`src/sv/tga_psd_pkg.sv`:
```
`timescale 1ns / 1ps
`default_nettype none

package tga_psd_pkg;

    // Field widths fixed by the stream format and the result layout
    localparam int BYTE_W      = 8;
    localparam int PIXEL_X_W   = 12;
    localparam int PIXEL_Y_W   = 13;
    localparam int LINE_W      = 13;
    localparam int DIM_W       = 13;
    localparam int OFFSET_W    = 12;
    localparam int HDR_CNT_W   = 5;
    localparam int PIX_BYTES_W = 3;
    localparam int BYTE_IDX_W  = 2;
    localparam int CFG_DATA_W  = 13;
    localparam int CFG_IDX_W   = 2;

    // Header layout
    localparam logic [HDR_CNT_W-1:0] HEADER_LEN    = 5'd18;
    localparam logic [HDR_CNT_W-1:0] HDR_ID_LEN    = 5'd0;
    localparam logic [HDR_CNT_W-1:0] HDR_DEPTH     = 5'd16;

    // Bytes per pixel codes
    localparam logic [PIX_BYTES_W-1:0] PIX_BYTES_NONE = 3'd0;
    localparam logic [PIX_BYTES_W-1:0] PIX_BYTES_BGR  = 3'd3;
    localparam logic [PIX_BYTES_W-1:0] PIX_BYTES_BGRA = 3'd4;

    localparam logic [LINE_W-1:0]    LINE_MAX     = 13'd8191;
    localparam logic [BYTE_W-1:0]    ALPHA_OPAQUE = 8'hFF;

    // Register indexes on the configuration port
    localparam logic [CFG_IDX_W-1:0] CFG_LINE_WIDTH   = 2'd0;
    localparam logic [CFG_IDX_W-1:0] CFG_IMAGE_HEIGHT = 2'd1;
    localparam logic [CFG_IDX_W-1:0] CFG_ROW_OFFSET   = 2'd2;

    localparam logic [DIM_W-1:0]     LINE_WIDTH_RST   = 13'd640;
    localparam logic [DIM_W-1:0]     IMAGE_HEIGHT_RST = 13'd480;
    localparam logic [OFFSET_W-1:0]  ROW_OFFSET_RST   = 12'd0;

    typedef struct packed {
        logic [BYTE_W-1:0] data_byte;
        logic              restart;
    } tga_in_t;

    typedef struct packed {
        logic [PIXEL_X_W-1:0] pixel_x;
        logic [PIXEL_Y_W-1:0] pixel_y;
        logic [BYTE_W-1:0]    red;
        logic [BYTE_W-1:0]    green;
        logic [BYTE_W-1:0]    blue;
        logic [BYTE_W-1:0]    alpha;
        logic                 in_image;
        logic                 line_end;
        logic                 depth_error;
    } tga_out_t;

    typedef struct packed {
        logic [DIM_W-1:0]    line_width;
        logic [DIM_W-1:0]    image_height;
        logic [OFFSET_W-1:0] row_offset;
    } tga_cfg_t;

    // Handshake between input stage, decoder and output stage
    typedef struct packed {
        logic valid;
        logic advance;
    } tga_flow_t;

endpackage

`default_nettype wire

```
`src/sv/tga_psd_in_reg.sv`:
```
`timescale 1ns / 1ps
`default_nettype none

module tga_psd_in_reg
    import tga_psd_pkg::*;
(
    input  wire logic    aclk,
    input  wire logic    aresetn,
    input  wire logic    s_valid,
    output logic         s_ready,
    input  wire tga_in_t s_data,
    input  wire logic    advance,
    output logic         item_valid,
    output tga_in_t      item
);

    logic    valid_reg, valid_next;
    tga_in_t data_reg;

    // Take a new item when empty or when the held one moves on
    assign s_ready = !valid_reg || advance;

    always_comb begin
        valid_next = valid_reg;
        if (s_ready) begin
            valid_next = s_valid;
        end
    end

    always_ff @(posedge aclk) begin
        if (!aresetn) begin
            valid_reg <= 1'b0;
        end else begin
            valid_reg <= valid_next;
        end
    end

    always_ff @(posedge aclk) begin
        if (s_valid && s_ready) begin
            data_reg <= s_data;
        end
    end

    assign item_valid = valid_reg;
    assign item       = data_reg;

endmodule

`default_nettype wire

```
`src/sv/tga_psd_decode.sv`:
```
`timescale 1ns / 1ps
`default_nettype none

module tga_psd_decode
    import tga_psd_pkg::*;
#(
    parameter int MAX_WIDTH = 4096
) (
    input  wire logic      aclk,
    input  wire logic      aresetn,
    input  wire tga_flow_t flow,
    input  wire tga_in_t   item,
    input  wire tga_cfg_t  cfg,
    output logic           res_valid,
    output tga_out_t       res
);

    localparam int COL_W = $clog2(MAX_WIDTH);
    localparam int CMP_W = (COL_W + 1 > DIM_W) ? COL_W + 1 : DIM_W;

    logic                   in_header_reg, in_header_next;
    logic [HDR_CNT_W-1:0]   hdr_cnt_reg, hdr_cnt_next;
    logic [BYTE_W-1:0]      skip_reg, skip_next;
    logic [PIX_BYTES_W-1:0] pix_bytes_reg, pix_bytes_next;
    logic [BYTE_IDX_W-1:0]  byte_idx_reg, byte_idx_next;
    logic [COL_W-1:0]       col_reg, col_next;
    logic [LINE_W-1:0]      line_reg, line_next;
    logic [BYTE_W-1:0]      part_reg [3];

    // Effective state: restart wipes it before this byte
    logic                   cur_header;
    logic [HDR_CNT_W-1:0]   cur_hdr_cnt;
    logic [BYTE_W-1:0]      cur_skip;
    logic [PIX_BYTES_W-1:0] cur_pix_bytes;
    logic [BYTE_IDX_W-1:0]  cur_byte_idx;
    logic [COL_W-1:0]       cur_col;
    logic [LINE_W-1:0]      cur_line;

    logic                   part_we;
    logic [BYTE_IDX_W-1:0]  part_idx;
    logic [HDR_CNT_W-1:0]   hdr_inc;
    logic [CMP_W-1:0]       col_inc;
    logic [CMP_W-1:0]       col_ext;
    logic                   wrap;
    logic [LINE_W:0]        row;
    logic [BYTE_W-1:0]      b;
    logic                   depth_ok;

    assign b = item.data_byte;

    always_comb begin
        cur_header    = item.restart ? 1'b1           : in_header_reg;
        cur_hdr_cnt   = item.restart ? '0             : hdr_cnt_reg;
        cur_skip      = item.restart ? '0             : skip_reg;
        cur_pix_bytes = item.restart ? PIX_BYTES_BGR  : pix_bytes_reg;
        cur_byte_idx  = item.restart ? '0             : byte_idx_reg;
        cur_col       = item.restart ? '0             : col_reg;
        cur_line      = item.restart ? '0             : line_reg;
    end

    // Column and row arithmetic for the pixel being completed
    assign hdr_inc  = cur_hdr_cnt + 1'b1;
    assign col_ext  = CMP_W'(cur_col);
    assign col_inc  = col_ext + 1'b1;
    assign wrap     = (col_inc >= CMP_W'(cfg.line_width)) ||
                      (col_inc >= CMP_W'(MAX_WIDTH));
    assign row      = {1'b0, cur_line} + {2'b00, cfg.row_offset};
    assign depth_ok = (cur_pix_bytes == PIX_BYTES_BGR) ||
                      (cur_pix_bytes == PIX_BYTES_BGRA);

    always_comb begin
        in_header_next = cur_header;
        hdr_cnt_next   = cur_hdr_cnt;
        skip_next      = cur_skip;
        pix_bytes_next = cur_pix_bytes;
        byte_idx_next  = cur_byte_idx;
        col_next       = cur_col;
        line_next      = cur_line;
        part_we        = 1'b0;
        part_idx       = (cur_byte_idx == 2'd3) ? '0 : cur_byte_idx;
        res_valid      = 1'b0;
        res            = '0;

        if (cur_header) begin
            // Capture ID length and pixel depth from the header
            if (cur_hdr_cnt == HDR_ID_LEN) begin
                skip_next = b;
            end
            if (cur_hdr_cnt == HDR_DEPTH) begin
                if (b[7:3] == 5'd3 || b[7:3] == 5'd4) begin
                    pix_bytes_next = b[5:3];
                end else begin
                    pix_bytes_next = PIX_BYTES_NONE;
                end
            end
            hdr_cnt_next = hdr_inc;
            if (hdr_inc >= HEADER_LEN) begin
                in_header_next = 1'b0;
            end
        end else if (cur_skip != '0) begin
            // Drop ID field bytes
            skip_next = cur_skip - 1'b1;
        end else if (!depth_ok) begin
            res_valid       = 1'b1;
            res.depth_error = 1'b1;
        end else if (({1'b0, cur_byte_idx} + 1'b1) < cur_pix_bytes) begin
            // Hold the byte until the pixel is complete
            part_we       = 1'b1;
            byte_idx_next = cur_byte_idx + 1'b1;
        end else begin
            byte_idx_next = '0;
            res_valid     = 1'b1;
            res.blue      = part_reg[0];
            res.green     = part_reg[1];
            if (cur_pix_bytes == PIX_BYTES_BGRA) begin
                res.red   = part_reg[2];
                res.alpha = b;
            end else begin
                res.red   = b;
                res.alpha = ALPHA_OPAQUE;
            end
            res.pixel_x  = col_ext[PIXEL_X_W-1:0];
            res.pixel_y  = row[LINE_W] ? LINE_MAX : row[LINE_W-1:0];
            res.in_image = row < {1'b0, cfg.image_height};
            res.line_end = wrap;
            // Advance column, wrap to next line
            if (wrap) begin
                col_next = '0;
                if (cur_line != LINE_MAX) begin
                    line_next = cur_line + 1'b1;
                end
            end else begin
                col_next = col_inc[COL_W-1:0];
            end
        end
    end

    always_ff @(posedge aclk) begin
        if (!aresetn) begin
            in_header_reg <= 1'b1;
            hdr_cnt_reg   <= '0;
            skip_reg      <= '0;
            pix_bytes_reg <= PIX_BYTES_BGR;
            byte_idx_reg  <= '0;
            col_reg       <= '0;
            line_reg      <= '0;
        end else if (flow.valid && flow.advance) begin
            in_header_reg <= in_header_next;
            hdr_cnt_reg   <= hdr_cnt_next;
            skip_reg      <= skip_next;
            pix_bytes_reg <= pix_bytes_next;
            byte_idx_reg  <= byte_idx_next;
            col_reg       <= col_next;
            line_reg      <= line_next;
        end
    end

    always_ff @(posedge aclk) begin
        if (flow.valid && flow.advance && part_we) begin
            part_reg[part_idx] <= b;
        end
    end

endmodule

`default_nettype wire

```
`src/sv/tga_psd_out_reg.sv`:
```
`timescale 1ns / 1ps
`default_nettype none

module tga_psd_out_reg
    import tga_psd_pkg::*;
(
    input  wire logic      aclk,
    input  wire logic      aresetn,
    input  wire logic      item_valid,
    input  wire logic      res_valid,
    input  wire tga_out_t  res,
    output tga_flow_t      flow,
    output logic           m_valid,
    input  wire logic      m_ready,
    output tga_out_t       m_data
);

    logic     valid_reg, valid_next;
    tga_out_t data_reg;
    logic     advance;

    // Move the held item on when the result slot is free or being taken
    assign advance      = !valid_reg || m_ready;
    assign flow.valid   = item_valid;
    assign flow.advance = advance;

    always_comb begin
        valid_next = valid_reg;
        if (item_valid && advance) begin
            valid_next = res_valid;
        end else if (m_ready) begin
            valid_next = 1'b0;
        end
    end

    always_ff @(posedge aclk) begin
        if (!aresetn) begin
            valid_reg <= 1'b0;
        end else begin
            valid_reg <= valid_next;
        end
    end

    always_ff @(posedge aclk) begin
        if (item_valid && advance && res_valid) begin
            data_reg <= res;
        end
    end

    assign m_valid = valid_reg;
    assign m_data  = data_reg;

endmodule

`default_nettype wire

```
`src/sv/tga_pixel_stream_decoder_top.sv`:
```
`timescale 1ns / 1ps
`default_nettype none

// Channel   Direction  Handshake           Payload
// s_        in         s_valid / s_ready   tga_in_t  (data_byte, restart)
// m_        out        m_valid / m_ready   tga_out_t (pixel, position, flags)
// cfg_      in         cfg_wr_en           cfg_index, cfg_wr_data
//
// One byte per cycle sustained while m_ready stays high; each byte is held in the
// input register and leaves its result, if any, in the output register.
// The per-byte update of header, skip, column and line counters sits between
// those two registers. Reset (aresetn low, synchronous) returns the decoder to
// header capture and loads 640 x 480 with row offset 0. A stalled m_ready holds
// the result and the pending byte; s_ready drops only while both are full.

module tga_pixel_stream_decoder_top
    import tga_psd_pkg::*;
#(
    parameter int MAX_WIDTH = 4096
) (
    input  wire logic                  aclk,
    input  wire logic                  aresetn,
    input  wire logic                  s_valid,
    output logic                       s_ready,
    input  wire tga_in_t               s_data,
    output logic                       m_valid,
    input  wire logic                  m_ready,
    output tga_out_t                   m_data,
    input  wire logic                  cfg_wr_en,
    input  wire logic [CFG_IDX_W-1:0]  cfg_index,
    input  wire logic [CFG_DATA_W-1:0] cfg_wr_data
);

    tga_cfg_t  cfg_reg;
    tga_in_t   item;
    logic      item_valid;
    tga_flow_t flow;
    logic      res_valid;
    tga_out_t  res;

    // Configuration registers
    always_ff @(posedge aclk) begin
        if (!aresetn) begin
            cfg_reg.line_width   <= LINE_WIDTH_RST;
            cfg_reg.image_height <= IMAGE_HEIGHT_RST;
            cfg_reg.row_offset   <= ROW_OFFSET_RST;
        end else if (cfg_wr_en) begin
            case (cfg_index)
                CFG_LINE_WIDTH:   cfg_reg.line_width   <= cfg_wr_data;
                CFG_IMAGE_HEIGHT: cfg_reg.image_height <= cfg_wr_data;
                CFG_ROW_OFFSET:   cfg_reg.row_offset   <= cfg_wr_data[OFFSET_W-1:0];
                default: ;
            endcase
        end
    end

    tga_psd_in_reg u_in_reg (
        .aclk       (aclk),
        .aresetn    (aresetn),
        .s_valid    (s_valid),
        .s_ready    (s_ready),
        .s_data     (s_data),
        .advance    (flow.advance),
        .item_valid (item_valid),
        .item       (item)
    );

    tga_psd_decode #(
        .MAX_WIDTH (MAX_WIDTH)
    ) u_decode (
        .aclk      (aclk),
        .aresetn   (aresetn),
        .flow      (flow),
        .item      (item),
        .cfg       (cfg_reg),
        .res_valid (res_valid),
        .res       (res)
    );

    tga_psd_out_reg u_out_reg (
        .aclk       (aclk),
        .aresetn    (aresetn),
        .item_valid (item_valid),
        .res_valid  (res_valid),
        .res        (res),
        .flow       (flow),
        .m_valid    (m_valid),
        .m_ready    (m_ready),
        .m_data     (m_data)
    );

endmodule

`default_nettype wire

```
`config.mk`:
```
export PLATFORM = sky130hd
export DESIGN_NAME = tga_pixel_stream_decoder_top
export DESIGN_NICKNAME = d
export VERILOG_FILES = /design/src/sv/tga_psd_pkg.sv /design/src/sv/tga_psd_in_reg.sv /design/src/sv/tga_psd_decode.sv /design/src/sv/tga_psd_out_reg.sv /design/src/sv/tga_pixel_stream_decoder_top.sv
export SDC_FILE = /design/constraint.sdc
export NUM_CORES = 1
export LEC_CHECK = 0
export BUFFER_PORTS_ARGS = -buffer_cell sky130_fd_sc_hd__buf_4
export CAP_MARGIN = 40
export CORE_MARGIN = 1.5
export CORE_UTILIZATION = 50
export DETAILED_ROUTE_END_ITERATION = 6
export PLACE_DENSITY = 0.68
export SLEW_MARGIN = 20
export SYNTH_ARGS = -nofsm -noshare
export SYNTH_HDL_FRONTEND = slang
export SYNTH_SLANG_ARGS = --single-unit
```
`constraint.sdc`:
```
create_clock -name aclk -period 8.7 [get_ports aclk]
set_input_delay 1.74 -clock aclk [delete_from_list [all_inputs] [get_ports aclk]]
set_output_delay 1.74 -clock aclk [all_outputs]
set_load 0.01 [all_outputs]
```
==> metrics.txt, run 1 <==
# TYPE chip_impl_metric gauge
chip_impl_metric{name="drv.max_cap_violation_count",unit=""} 0
chip_impl_metric{name="power.combinational.fraction",unit="%"} 5.6
chip_impl_metric{name="synth_xor_area_share",unit="%"} 1.96
chip_impl_metric{name="synth.net_count",unit=""} 993
chip_impl_metric{name="worst_clock_skew",unit="ns"} 0.00793
chip_impl_metric{name="via_per_inst",unit=""} 5.72
chip_impl_metric{name="synth.top_cell.area_share",unit="%"} 31.2
chip_impl_metric{name="period_needed",unit="ns"} 4.56
chip_impl_metric{name="asyncSetResetFlopFracSynth",unit="%"} 0
chip_impl_metric{name="post-route-util",unit="%"} 60.0
chip_impl_info{name="setup_repair_after_global_routing_missed_its_margin",value="no"} 1
chip_impl_info{name="critPathSlowestCell",value="sky130_fd_sc_hd__nor3_2"} 1
chip_impl_metric{name="num_io_pins",unit=""} 91
chip_impl_metric{name="floorplan.initialDensity",unit="%"} 51.5
chip_impl_metric{name="synth-adder-area-share",unit="%"} 7.08
chip_impl_info{name="clock_tree_from_tritoncts",value="built"} 1
chip_impl_metric{name="antennaDiodeCount",unit=""} 0
chip_impl_info{name="endpoint_kind",value="flop"} 1
chip_impl_metric{name="power.sequential.fraction",unit="%"} 51.2
chip_impl_metric{name="post_cts_setup_buffer_count",unit=""} 0
chip_impl_metric{name="fp.dieArea",unit="mm2"} 0.0187
chip_impl_metric{name="area_fraction_in_compound_gates_after_synthesis",unit="%"} 15.0
chip_impl_metric{name="grt_max_degree",unit=""} 51
chip_impl_metric{name="cts-buffers-inserted",unit=""} 17
chip_impl_metric{name="grt_antenna_before_repair",unit=""} 0
chip_impl_metric{name="synth_sequential_area_ratio",unit="%"} 50.0
chip_impl_metric{name="internal-power",unit="mW"} 1.31
chip_impl_metric{name="timing_max_transition_violations_final",unit=""} 0
chip_impl_metric{name="synth_enable_flop_cells",unit=""} 93
chip_impl_info{name="cp_top_family",value="simple AND/OR/NAND/NOR gates"} 1
chip_impl_metric{name="leakagePower",unit="nW"} 4.10
chip_impl_metric{name="postSynthCellCount",unit=""} 914
chip_impl_metric{name="r2r_setup_slack",unit="ns"} 4.14
chip_impl_metric{name="largest_register_ff_count",unit=""} 44
chip_impl_metric{name="setup_viol_count_final",unit=""} 0
chip_impl_metric{name="row_count",unit=""} 48
chip_impl_metric{name="finalSetupTns",unit="ns"} 0
chip_impl_metric{name="die_y",unit="um"} 137
chip_impl_metric{name="switching_share",unit="%"} 25.5
chip_impl_metric{name="worstSkewPairLatency",unit="ns"} 0.44
chip_impl_info{name="synth_top_family_by_area",value="simple AND/OR/NAND/NOR gates"} 1
chip_impl_metric{name="layout_worst_path_cycle_share",unit="%"} 52.5
chip_impl_metric{name="hpwl",unit="mm"} 14.5
chip_impl_metric{name="cts_resized",unit=""} 0
chip_impl_metric{name="firstDrtPassIters",unit=""} 7
chip_impl_metric{name="core_box_area",unit="mm2"} 0.0174
chip_impl_metric{name="wl_per_cell",unit="um"} 17.0
chip_impl_metric{name="final-hold-violation-count",unit=""} 0
chip_impl_metric{name="layout.cells.non_filler",unit=""} 1227
chip_impl_metric{name="cp.required",unit="ns"} 9.09
chip_impl_metric{name="synth_warnings",unit=""} 0
chip_impl_metric{name="p_clk_share",unit="%"} 43.2
chip_impl_metric{name="grt_use_total",unit="%"} 23.0
chip_impl_metric{name="critPathMaxFanout",unit=""} 50
chip_impl_metric{name="layout-drive-gt1-share",unit="%"} 15.6
chip_impl_metric{name="post_dp_cell_area",unit="mm2"} 0.00980
chip_impl_metric{name="route.detailed.drc",unit=""} 2
chip_impl_metric{name="remaining_global_route_overflow",unit=""} 0
chip_impl_metric{name="gp_congestion",unit=""} 0.896
chip_impl_metric{name="cts_htree_levels",unit=""} 4
chip_impl_info{name="ys_top_cells_by_area",value="sky130_fd_sc_hd__edfxtp_1 (31%), sky130_fd_sc_hd__dfxtp_1 (19%), sky130_fd_sc_hd__ha_1 (6.9%)"} 1
chip_impl_info{name="synth_common_cells",value="sky130_fd_sc_hd__nand2_1 (114), sky130_fd_sc_hd__edfxtp_1 (93), sky130_fd_sc_hd__dfxtp_1 (84), sky130_fd_sc_hd__a21oi_1 (79), sky130_fd_sc_hd__nor2_1 (71)"} 1
chip_impl_metric{name="ctsHoldBuffers",unit=""} 0
chip_impl_metric{name="vias_in_the_first_global_route",unit=""} 6420
chip_impl_metric{name="yosysUniqueCellTypes",unit=""} 66
chip_impl_metric{name="crit_arrival",unit="ns"} 4.95
chip_impl_metric{name="synth.ff_latch_count",unit=""} 177
chip_impl_metric{name="cts.sinks",unit=""} 177
chip_impl_metric{name="area_growth_syn_to_layout",unit="%"} 16.5
chip_impl_metric{name="drt_iter0_markers",unit=""} 539
chip_impl_metric{name="clock_transition_at_path_regs",unit="ns"} 0.07
chip_impl_info{name="min-delay-path-class",value="flop to flop"} 1
chip_impl_info{name="postSynth.topFlopCell",value="sky130_fd_sc_hd__edfxtp_1"} 1
chip_impl_metric{name="crit_buf_inv",unit=""} 3
chip_impl_metric{name="critical_path.max_stage_delay",unit="ns"} 0.64
chip_impl_metric{name="slew-limit-headroom",unit="%"} 46.1
chip_impl_metric{name="routed_wl",unit="mm"} 20.9
chip_impl_metric{name="power_density",unit="mW/mm2"} 168
chip_impl_metric{name="place.port_buffers",unit=""} 90
chip_impl_metric{name="power_switching",unit="mW"} 0.447
chip_impl_info{name="path_class",value="flop to flop"} 1
chip_impl_metric{name="num-nets-final",unit=""} 1068
chip_impl_metric{name="post-layout-total-power",unit="mW"} 1.75
chip_impl_info{name="post-synth-top-area-cell",value="sky130_fd_sc_hd__edfxtp_1"} 1
chip_impl_info{name="most_frequent_cell_after_synthesis",value="sky130_fd_sc_hd__nand2_1"} 1
chip_impl_metric{name="cts_max_path_buffers",unit=""} 2
chip_impl_info{name="violations",value="design-rule violations"} 1
chip_impl_metric{name="clock.fmax",unit="GHz"} 0.219
chip_impl_metric{name="post_synth.cell_area_avg",unit="um2"} 9.78
chip_impl_metric{name="dp.cells",unit=""} 1192
chip_impl_metric{name="die_w",unit="um"} 137
chip_impl_metric{name="grt_pass1_wl",unit="mm"} 33.2
chip_impl_metric{name="via_count",unit=""} 7022
chip_impl_metric{name="detail-route-antenna-nets",unit=""} 0
chip_impl_metric{name="synthMuxAreaShare",unit="%"} 2.69
chip_impl_info{name="status",value="complete, but fails checks"} 1
chip_impl_metric{name="slew_worst_pin",unit="ns"} 0.806
chip_impl_metric{name="finish.instance_area",unit="mm2"} 0.0104
chip_impl_metric{name="synthSimpleGateAreaFrac",unit="%"} 19.7
chip_impl_info{name="cts_root_buffer",value="sky130_fd_sc_hd__clkbuf_16"} 1
chip_impl_metric{name="mappedNetlistArea",unit="mm2"} 0.00894
chip_impl_info{name="crit_chain",value="buf_4 -> inv_1 -> nand4_1 -> or3_1 -> a21oi_1 -> ha_1 -> nand4_1 -> inv_1 -> a2111oi_0 -> o21ai_0 -> nor3_2 -> mux2_2"} 1
chip_impl_metric{name="peakVddDrop",unit="uV"} 144
chip_impl_info{name="worstSetupStartpointType",value="flop"} 1
cell type report:
class | instances | area [um2]
inverter | 37 | 139
multi-input combinational | 654 | 4160
clock inverter | 15 | 156
tap | 225 | 282
timing repair buffer | 102 | 774
sequential | 177 | 4470
clock buffer | 17 | 425
fill | 1482 | 6940
cells by family (layout without fill, tap and decap cells):
| family | count (synthesis) | after routing |
|---|---|---|
| AOI/OAI and AO/OA | 210 | 210 |
| xor gates and xnor gates | 20 | 20 |
| adders and majority gates | 50 | 50 |
| buffers and inverters | 83 | 171 |
| DFF | 177 | 177 |
| muxes | 23 | 23 |
| and+or+nand+nor | 351 | 351 |
power groups by stage:
stage | clock network, mW | registers [mW] | logic [mW]
floorplan | 0 | 0.911 | 0.0636
global placement | 0 | 0.916 | 0.0956
detailed placement | 0 | 0.916 | 0.0965
CTS | 0.765 | 0.897 | 0.0974
global route | 0.799 | 0.899 | 0.110
finish | 0.759 | 0.897 | 0.0983
layout by cell type (no fill, tap or decap), types with 6 or more instances in the layout:
master | synthesis | final
sky130_fd_sc_hd__o21a_1 | 6 | 6
sky130_fd_sc_hd__a22o_1 | 9 | 9
sky130_fd_sc_hd__mux2_2 | 7 | 7
sky130_fd_sc_hd__xor2_1 | 6 | 6
sky130_fd_sc_hd__o211ai_1 | 10 | 10
sky130_fd_sc_hd__a21o_1 | 8 | 8
sky130_fd_sc_hd__or3_1 | 11 | 11
sky130_fd_sc_hd__nor2b_1 | 21 | 21
sky130_fd_sc_hd__dfxtp_1 | 84 | 84
sky130_fd_sc_hd__nor3_1 | 17 | 15
sky130_fd_sc_hd__nor2_1 | 71 | 70
sky130_fd_sc_hd__nand2b_1 | 7 | 7
sky130_fd_sc_hd__clkbuf_16 | 0 | 17
sky130_fd_sc_hd__nand2_1 | 114 | 114
sky130_fd_sc_hd__o21ai_0 | 43 | 43
sky130_fd_sc_hd__xnor2_1 | 14 | 14
sky130_fd_sc_hd__nand3_1 | 22 | 22
sky130_fd_sc_hd__buf_4 | 0 | 99
sky130_fd_sc_hd__nand4_1 | 8 | 8
sky130_fd_sc_hd__o31a_1 | 12 | 12
sky130_fd_sc_hd__edfxtp_1 | 93 | 93
sky130_fd_sc_hd__inv_1 | 37 | 37
sky130_fd_sc_hd__ha_1 | 49 | 49
sky130_fd_sc_hd__inv_8 | 0 | 8
sky130_fd_sc_hd__a21oi_1 | 79 | 79
sky130_fd_sc_hd__mux2i_1 | 15 | 15
sky130_fd_sc_hd__and2_1 | 7 | 7
sky130_fd_sc_hd__and3_1 | 45 | 45
worst reg2reg max path, delay by kind of cell (launching register included):
kind                     cells  cell delay [ns]
AO/OA/AOI/OAI                3             1.03
flip-flops                   1             0.36
adder cells (fa/ha/maj)      1             0.28
buffers and inverters        3             0.99
AND/OR/NAND/NOR              4             1.59
multiplexers                 1             0.27
path summary, 6_finish.rpt:
path,to,from,cells after the start
max reg2reg,u_decode.col_reg[0]$_SDFFE_PN0P_,u_in_reg.item[0]$_DFFE_PP_,12
min reg2reg,cfg_reg[22]$_SDFFE_PN0P_,cfg_reg[22]$_SDFFE_PN0P_,2
max,u_decode.col_reg[0]$_SDFFE_PN0P_,u_in_reg.item[0]$_DFFE_PP_,12
min,cfg_reg[22]$_SDFFE_PN0P_,cfg_reg[22]$_SDFFE_PN0P_,2
metrics by stage:
stage	worst slack (ns)	hold slack, ns
after floorplan	1.77	0.436
after global placement	3.97	0.443
after detailed placement	3.86	0.447
after CTS	3.78	0.456
after global routing	3.74	0.480
final	4.14	0.456
routing by layer:
metal  share of wire, %  track usage, %  vias to the layer above
li1                   -               -                     3467
met1                 48            33.0                     3348
met2                 46            36.1                      189
met3                4.5            3.48                       18
met4                1.1            6.15                        0
met5                  0               0                        -
Power figures use the tool's default switching activity.
==> inputs of run 2 (changes only) <==
ABC_AREA = 1   (was unset)
clock period = 4.54 ns   (was 8.7 ns; I/O delays follow)
==> run 2 against run 1 <==
The run now ends clean. Worst setup slack got worse by 3.5 ns. Fmax rose by 16%. Sequential share of layout area fell by 0.89 points. Critical path type unchanged. Highest routed layer unchanged.
==> metrics.txt, run 2 <==
# TYPE chip_impl_metric gauge
chip_impl_metric{name="critPathMaxFanout",unit=""} 14
chip_impl_info{name="path_class",value="flop to flop"} 1
chip_impl_metric{name="finalSetupTns",unit="ns"} 0
chip_impl_metric{name="setup_slack_after_placement",unit="ns"} 0.685
chip_impl_metric{name="whs_path_depth",unit=""} 2
chip_impl_metric{name="r2r_setup_slack",unit="ns"} 0.62
chip_impl_info{name="endpoint_kind",value="flop"} 1
chip_impl_metric{name="dp.cells",unit=""} 1403
chip_impl_metric{name="rr_worst_depth",unit=""} 17
chip_impl_metric{name="cts-buffers-inserted",unit=""} 17
chip_impl_info{name="whs_endpoint",value="u_decode.hdr_cnt_reg[4]$_SDFFE_PN0P_"} 1
chip_impl_metric{name="timing_max_transition_violations_final",unit=""} 0
chip_impl_info{name="cts_root_buffer",value="sky130_fd_sc_hd__clkbuf_16"} 1
chip_impl_metric{name="synth.net_count",unit=""} 1191
chip_impl_metric{name="die_w",unit="um"} 138
chip_impl_info{name="worstSetupStartpointType",value="flop"} 1
chip_impl_metric{name="cts_htree_levels",unit=""} 4
chip_impl_metric{name="cp.required",unit="ns"} 4.91
chip_impl_info{name="synth_common_cells",value="sky130_fd_sc_hd__nand2_1 (189), sky130_fd_sc_hd__inv_1 (174), sky130_fd_sc_hd__nor2_1 (134), sky130_fd_sc_hd__a21oi_1 (115), sky130_fd_sc_hd__edfxtp_1 (93)"} 1
chip_impl_metric{name="remaining_global_route_overflow",unit=""} 0
chip_impl_metric{name="fp.dieArea",unit="mm2"} 0.0191
chip_impl_metric{name="postSynthCellCount",unit=""} 1112
chip_impl_metric{name="layout_worst_path_cycle_share",unit="%"} 86.4
chip_impl_metric{name="post_cts_setup_buffer_count",unit=""} 0
chip_impl_metric{name="hpwl",unit="mm"} 15.2
chip_impl_metric{name="grt_pass1_wl",unit="mm"} 35.6
chip_impl_info{name="crit-reg2reg-capture",value="u_decode.col_reg[3]$_SDFFE_PN0P_"} 1
chip_impl_info{name="status",value="complete, no violations"} 1
chip_impl_metric{name="synth.ff_latch_count",unit=""} 177
chip_impl_metric{name="post_dp_cell_area",unit="mm2"} 0.0101
chip_impl_info{name="ys_top_cells_by_area",value="sky130_fd_sc_hd__edfxtp_1 (30%), sky130_fd_sc_hd__dfxtp_1 (18%), sky130_fd_sc_hd__nand2_1 (7.7%)"} 1
chip_impl_metric{name="vias_in_the_first_global_route",unit=""} 7076
chip_impl_metric{name="period_needed",unit="ns"} 3.92
chip_impl_metric{name="synth_enable_flop_cells",unit=""} 93
chip_impl_metric{name="slew-limit-headroom",unit="%"} 47.0
chip_impl_metric{name="area_growth_syn_to_layout",unit="%"} 16.1
chip_impl_metric{name="drv.max_cap_violation_count",unit=""} 0
chip_impl_metric{name="grt_max_degree",unit=""} 71
chip_impl_info{name="leading_cell_types_in_the_layout_fill_and_taps_excluded",value="sky130_fd_sc_hd__nand2_1 (189), sky130_fd_sc_hd__inv_1 (174), sky130_fd_sc_hd__nor2_1 (133)"} 1
chip_impl_metric{name="finish.instance_area",unit="mm2"} 0.0106
chip_impl_metric{name="drt_iter0_markers",unit=""} 656
chip_impl_metric{name="place.port_buffers",unit=""} 90
chip_impl_metric{name="via_per_inst",unit=""} 5.30
chip_impl_metric{name="num_io_pins",unit=""} 91
chip_impl_metric{name="asyncSetResetFlopFracSynth",unit="%"} 0
chip_impl_metric{name="worst_clock_skew",unit="ns"} 0.0109
chip_impl_info{name="min_from",value="u_decode.hdr_cnt_reg[4]$_SDFFE_PN0P_"} 1
chip_impl_metric{name="routed_wl",unit="mm"} 21.5
chip_impl_metric{name="crit_arrival",unit="ns"} 4.29
chip_impl_metric{name="layout.cells.non_filler",unit=""} 1435
chip_impl_info{name="layout_commonest_cell",value="sky130_fd_sc_hd__nand2_1"} 1
chip_impl_metric{name="antennaDiodeCount",unit=""} 0
chip_impl_metric{name="wl_per_cell",unit="um"} 15.0
chip_impl_metric{name="power_density",unit="mW/mm2"} 331
chip_impl_metric{name="via_count",unit=""} 7599
chip_impl_metric{name="final-hold-violation-count",unit=""} 0
chip_impl_metric{name="gp_congestion",unit=""} 0.905
chip_impl_metric{name="route.detailed.drc",unit=""} 0
chip_impl_metric{name="hold_slack",unit="ns"} 0.453
chip_impl_info{name="setup_repair_after_global_routing_missed_its_margin",value="no"} 1
chip_impl_metric{name="cts_resized",unit=""} 0
chip_impl_metric{name="row_count",unit=""} 49
chip_impl_info{name="crit-reg2reg-launch",value="u_in_reg.item[0]$_DFFE_PP_"} 1
chip_impl_metric{name="num-nets-final",unit=""} 1272
chip_impl_metric{name="grt_antenna_before_repair",unit=""} 0
chip_impl_metric{name="core_box_area",unit="mm2"} 0.0180
chip_impl_metric{name="ctsHoldBuffers",unit=""} 0
chip_impl_metric{name="setup_viol_count_final",unit=""} 0
chip_impl_metric{name="post-layout-total-power",unit="mW"} 3.52
chip_impl_info{name="post-synth-top-area-cell",value="sky130_fd_sc_hd__edfxtp_1"} 1
chip_impl_metric{name="detail-route-antenna-nets",unit=""} 0
chip_impl_metric{name="post-route-util",unit="%"} 59.2
chip_impl_metric{name="firstDrtPassIters",unit=""} 6
chip_impl_metric{name="leakagePower",unit="nW"} 4.74
chip_impl_metric{name="clock.fmax",unit="GHz"} 0.255
chip_impl_metric{name="yosysUniqueCellTypes",unit=""} 42
chip_impl_info{name="most_frequent_cell_after_synthesis",value="sky130_fd_sc_hd__nand2_1"} 1
chip_impl_metric{name="largest_register_ff_count",unit=""} 44
chip_impl_metric{name="layout-drive-gt1-share",unit="%"} 12.6
chip_impl_metric{name="post_synth.cell_area_avg",unit="um2"} 8.24
chip_impl_metric{name="cts.sinks",unit=""} 177
chip_impl_metric{name="mappedNetlistArea",unit="mm2"} 0.00916
chip_impl_info{name="clock_tree_from_tritoncts",value="built"} 1
chip_impl_metric{name="worstSkewPairLatency",unit="ns"} 0.44
chip_impl_metric{name="synth_warnings",unit=""} 0
chip_impl_metric{name="grt_use_total",unit="%"} 23.1
chip_impl_info{name="postSynth.topFlopCell",value="sky130_fd_sc_hd__edfxtp_1"} 1
chip_impl_metric{name="synth_sequential_area_ratio",unit="%"} 48.8
chip_impl_info{name="min-delay-path-class",value="flop to flop"} 1
chip_impl_metric{name="slew_worst_pin",unit="ns"} 0.793
chip_impl_metric{name="clock_transition_at_path_regs",unit="ns"} 0.07
chip_impl_metric{name="die_y",unit="um"} 138
chip_impl_metric{name="cts_max_path_buffers",unit=""} 2
chip_impl_metric{name="peakVddDrop",unit="uV"} 312
chip_impl_metric{name="floorplan.initialDensity",unit="%"} 51.0
chip_impl_metric{name="synth.top_cell.area_share",unit="%"} 30.5
chip_impl_metric{name="worst_slack",unit="ns"} 0.618
==> run 2: cell count changes after synthesis, sizes merged, moves of 15 or more <==
cell	change
inv	+139
nand2	+77
nor2	+72
and3	-44
o21ai	+43
a21oi	+36
nand3	+26
nor2b	-21
clkbuf	-15
mux2i	-15
==> run 2: worst max-delay path by stage <==
stage	from	to	slack, ns	cells after the start
floorplan	u_in_reg.item[0]$_DFFE_PP_	m_data[11]$_SDFFCE_PP0P_	0.59	15
global placement	u_in_reg.item[0]$_DFFE_PP_	u_decode.col_reg[3]$_SDFFE_PN0P_	0.74	17
detailed placement	u_in_reg.item[0]$_DFFE_PP_	u_decode.col_reg[6]$_SDFFE_PN0P_	0.69	17
CTS	u_in_reg.item[0]$_DFFE_PP_	u_decode.line_reg[9]$_SDFFE_PN0P_	0.66	19
global route	u_in_reg.item[0]$_DFFE_PP_	u_decode.col_reg[4]$_SDFFE_PN0P_	0.16	17
finish	u_in_reg.item[0]$_DFFE_PP_	u_decode.col_reg[3]$_SDFFE_PN0P_	0.62	17
==> run 2: layout make-up <==
type,instances,area [um2]
Fill cell,1631,7330
Inverter,177,664
Timing Repair Buffer,100,776
Clock inverter,15,158
Sequential cell,177,4470
Clock buffer,17,425
Tap cell,229,287
Multi-Input combinational cell,720,3850
==> run 2: power breakdown <==
part	leakage (nW)	switching, mW	internal (mW)
clock network	0.281	0.706	0.735
registers	1.62	0.0406	1.72
logic	2.84	0.212	0.111
total	4.74	0.958	2.56
==> run 2: per-layer routing <==
layer,track usage [%],up-vias,share of wire (%)
met4,8.09,0,2.0
li1,-,3826,-
met5,0,-,0
met1,31.9,3506,46
met3,5.44,29,6.5
met2,35.6,238,45
==> run 2: logic make-up (layout without fill, tap and decap cells) <==
family	after synthesis	count (layout)	synth area share, %
adders and majority gates	50	50	6.91
xor gates and xnor gates	23	23	2.20
and+or+nand+nor	409	409	18.9
AOI/OAI and AO/OA	238	238	14.0
DFF	177	177	48.8
buffers and inverters	215	309	9.19
==> run 2: critical path: stages (launching register included) <==
cell,delay [ns]
sky130_fd_sc_hd__edfxtp_1,0.63
sky130_fd_sc_hd__nor2_1,0.27
sky130_fd_sc_hd__ha_1,0.22
sky130_fd_sc_hd__inv_1,0.06
sky130_fd_sc_hd__nor3_2,0.28
sky130_fd_sc_hd__nand4_1,0.16
sky130_fd_sc_hd__nor2_1,0.21
sky130_fd_sc_hd__xor2_1,0.31
sky130_fd_sc_hd__ha_1,0.31
sky130_fd_sc_hd__a21o_1,0.16
sky130_fd_sc_hd__o21ai_0,0.21
sky130_fd_sc_hd__nand4_1,0.33
sky130_fd_sc_hd__nor2_1,0.18
sky130_fd_sc_hd__buf_4,0.22
sky130_fd_sc_hd__nand2_1,0.07
sky130_fd_sc_hd__nand2_1,0.06
sky130_fd_sc_hd__nand2_1,0.04
sky130_fd_sc_hd__a21oi_1,0.14
==> inputs of run 3 (changes only) <==
CAP_MARGIN = 0   (was 40)
REMOVE_ABC_BUFFERS = 1   (was unset)
==> run 3 against run 2 <==
Count of clock-buffer cells in the layout is the same. Total power down 0.72%. Cell area decreased by 0.46%. Sequential share of layout area increased by 0.19 points. Largest cell class unchanged. Highest routed layer is now met5. First-iteration DRC count decreased by 18%. Critical path depth increased by 2. Critical path type unchanged. Via count grew 0.13%. Largest power group unchanged. Cell count hardly changed. Combinational power barely moved. Sequential power barely moved.
==> metrics.txt, run 3 (synthesized netlist as in run 2, its figures left out) <==
# TYPE chip_impl_metric gauge
chip_impl_metric{name="cp.required",unit="ns"} 4.87
chip_impl_info{name="path_class",value="flop to flop"} 1
chip_impl_metric{name="gp_congestion",unit=""} 0.887
chip_impl_info{name="crit_chain",value="nor2_1 -> ha_1 -> inv_1 -> nor3_2 -> nand4_1 -> nor2_1 -> nand2_1 -> xor2_1 -> ha_1 -> nand2_1 -> nor2_1 -> and2_1 -> nand2_1 -> nand4_1 -> nand2_2 -> nor2_2 -> nand2_1 -> o21ai_0 -> nor2_1"} 1
chip_impl_info{name="endpoint_kind",value="flop"} 1
chip_impl_info{name="min-delay-path-class",value="flop to flop"} 1
chip_impl_metric{name="drt_iter0_markers",unit=""} 540
chip_impl_info{name="setup.worst_path.end",value="u_decode.line_reg[9]$_SDFFE_PN0P_"} 1
chip_impl_metric{name="worst_clock_skew",unit="ns"} 0.0127
chip_impl_info{name="clock_tree_from_tritoncts",value="built"} 1
chip_impl_metric{name="post_dp_cell_area",unit="mm2"} 0.0100
chip_impl_metric{name="period_needed",unit="ns"} 3.92
chip_impl_metric{name="critPathMaxFanout",unit=""} 13
chip_impl_metric{name="layout.cells.non_filler",unit=""} 1434
chip_impl_metric{name="post_cts_setup_buffer_count",unit=""} 0
chip_impl_info{name="layout_commonest_cell",value="sky130_fd_sc_hd__nand2_1"} 1
chip_impl_metric{name="row_count",unit=""} 49
chip_impl_metric{name="cts-buffers-inserted",unit=""} 17
chip_impl_metric{name="slew-limit-headroom",unit="%"} 34.1
chip_impl_info{name="crit-reg2reg-launch",value="u_in_reg.item[0]$_DFFE_PP_"} 1
chip_impl_metric{name="multi_input_comb_area",unit="mm2"} 0.00385
chip_impl_metric{name="ctsHoldBuffers",unit=""} 0
chip_impl_metric{name="seqCellArea",unit="mm2"} 0.00447
chip_impl_info{name="critPathSlowestCell",value="sky130_fd_sc_hd__edfxtp_1"} 1
chip_impl_metric{name="drv.max_cap_violation_count",unit=""} 0
chip_impl_metric{name="final-hold-violation-count",unit=""} 0
chip_impl_metric{name="grt_antenna_before_repair",unit=""} 1
chip_impl_metric{name="clock.fmax",unit="GHz"} 0.255
chip_impl_metric{name="wl_per_cell",unit="um"} 15.2
chip_impl_metric{name="finalSetupTns",unit="ns"} 0
chip_impl_metric{name="r2r_setup_slack",unit="ns"} 0.62
chip_impl_metric{name="crit_buf_inv",unit=""} 1
chip_impl_metric{name="worst_slack",unit="ns"} 0.620
chip_impl_metric{name="whs_path_depth",unit=""} 2
chip_impl_metric{name="cts_max_path_buffers",unit=""} 2
chip_impl_metric{name="power_density",unit="mW/mm2"} 330
chip_impl_metric{name="grt_max_degree",unit=""} 71
chip_impl_metric{name="leakagePower",unit="nW"} 4.72
chip_impl_metric{name="grt_use_total",unit="%"} 23.2
chip_impl_metric{name="via_per_inst",unit=""} 5.31
chip_impl_info{name="setup_repair_after_global_routing_missed_its_margin",value="no"} 1
chip_impl_metric{name="route.detailed.drc",unit=""} 0
chip_impl_metric{name="worstSkewPairLatency",unit="ns"} 0.44
chip_impl_metric{name="die_w",unit="um"} 138
chip_impl_metric{name="hold_slack",unit="ns"} 0.458
chip_impl_metric{name="clock_transition_at_path_regs",unit="ns"} 0.07
chip_impl_metric{name="via_count",unit=""} 7609
chip_impl_metric{name="num_io_pins",unit=""} 91
chip_impl_metric{name="layout_worst_path_cycle_share",unit="%"} 86.3
chip_impl_metric{name="floorplan.initialDensity",unit="%"} 51.0
chip_impl_metric{name="fp.dieArea",unit="mm2"} 0.0191
chip_impl_metric{name="cts.sinks",unit=""} 177
chip_impl_metric{name="remaining_global_route_overflow",unit=""} 0
chip_impl_metric{name="place.port_buffers",unit=""} 90
chip_impl_metric{name="routed_wl",unit="mm"} 21.8
chip_impl_metric{name="critical_path_cell_count",unit=""} 19
chip_impl_info{name="worstSetupStartpoint",value="u_in_reg.item[0]$_DFFE_PP_"} 1
chip_impl_metric{name="core_box_area",unit="mm2"} 0.0180
chip_impl_info{name="min_from",value="cfg_reg[11]$_SDFFE_PN0P_"} 1
chip_impl_metric{name="cts_htree_levels",unit=""} 4
chip_impl_metric{name="post-layout-total-power",unit="mW"} 3.50
chip_impl_metric{name="grt_pass1_wl",unit="mm"} 35.6
chip_impl_metric{name="dp.cells",unit=""} 1402
chip_impl_info{name="worstSetupStartpointType",value="flop"} 1
chip_impl_metric{name="layout-drive-gt1-share",unit="%"} 12.4
chip_impl_metric{name="num-nets-final",unit=""} 1271
chip_impl_metric{name="peakVddDrop",unit="uV"} 287
chip_impl_metric{name="fillCellCount",unit=""} 1589
chip_impl_metric{name="setup_viol_count_final",unit=""} 0
chip_impl_metric{name="vias_in_the_first_global_route",unit=""} 7091
chip_impl_metric{name="critical_path.max_stage_delay",unit="ns"} 0.62
chip_impl_info{name="leading_cell_types_in_the_layout_fill_and_taps_excluded",value="sky130_fd_sc_hd__nand2_1 (189), sky130_fd_sc_hd__inv_1 (174), sky130_fd_sc_hd__nor2_1 (133)"} 1
chip_impl_metric{name="timing_max_transition_violations_final",unit=""} 0
chip_impl_metric{name="detail-route-antenna-nets",unit=""} 0
chip_impl_metric{name="firstDrtPassIters",unit=""} 5
chip_impl_metric{name="area_growth_syn_to_layout",unit="%"} 15.6
chip_impl_info{name="cts_root_buffer",value="sky130_fd_sc_hd__clkbuf_16"} 1
chip_impl_metric{name="finish.instance_area",unit="mm2"} 0.0106
chip_impl_info{name="cp_top_family",value="simple AND/OR/NAND/NOR gates"} 1
chip_impl_info{name="status",value="complete, no violations"} 1
chip_impl_info{name="crit-reg2reg-capture",value="u_decode.line_reg[9]$_SDFFE_PN0P_"} 1
chip_impl_metric{name="cts_resized",unit=""} 0
chip_impl_metric{name="antennaDiodeCount",unit=""} 0
chip_impl_metric{name="hpwl",unit="mm"} 15.4
chip_impl_metric{name="largest_register_ff_count",unit=""} 44
chip_impl_metric{name="die_y",unit="um"} 138
chip_impl_metric{name="rr_worst_depth",unit=""} 19
chip_impl_metric{name="crit_arrival",unit="ns"} 4.25
chip_impl_metric{name="post-route-util",unit="%"} 58.9
chip_impl_metric{name="slew_worst_pin",unit="ns"} 0.988
chip_impl_metric{name="setup_slack_after_placement",unit="ns"} 0.700
## run 3: cell count changes in the layout (fill, tap and decap cells not counted), sizes merged
| cell | previous run | this run |
|---|---|---|
| buf | 100 | 99 |
| clkinv | 6 | 8 |
| clkinvlp | 2 | 1 |
| inv | 184 | 183 |
## run 3: report_power, final
group	internal (mW)	leakage (nW)	total, mW	switching, mW
Sequential	1.72	1.62	1.76	0.0416
Combinational	0.110	2.83	0.321	0.212
Clock	0.726	0.278	1.42	0.689
Total	2.55	4.72	3.50	0.942
## run 3: worst min path at each step
stage | endpoint | slack (ns)
3_5_place_dp | u_decode.hdr_cnt_reg[4]$_SDFFE_PN0P_ | 0.44
6_report | cfg_reg[11]$_SDFFE_PN0P_ | 0.46
3_3_place_gp | u_decode.hdr_cnt_reg[4]$_SDFFE_PN0P_ | 0.44
5_1_grt | cfg_reg[8]$_SDFFE_PN0P_ | 0.48
4_1_cts | u_decode.hdr_cnt_reg[4]$_SDFFE_PN0P_ | 0.45
2_1_floorplan | cfg_reg[0]$_SDFFE_PN0P_ | 0.43
## run 3: area by class of cell
cell class	instances	area share (%)
clock buffers	17	4.02
clock inverters	15	1.34
inverters	177	6.28
multi-input cells	720	36.4
flip-flops and latches	177	42.3
well taps	229	2.71
repair buffers	99	7.02
## run 3: worst min-delay path: cells and delay by family (launching register included)
| kind | cells | cell delay [ns] |
|---|---|---|
| buffers and inverters | 1 | 0.05 |
| DFF | 1 | 0.32 |
| AOI/OAI and AO/OA | 1 | 0.05 |
## run 3: routing by layer
| metal | share of wire, % | global-route usage [%] |
|---|---|---|
| met1 | 47 | 32.2 |
| met2 | 46 | 37.2 |
| met3 | 5.8 | 3.36 |
| met4 | 1.7 | 8.42 |
| met5 | 0.078 | 0 |
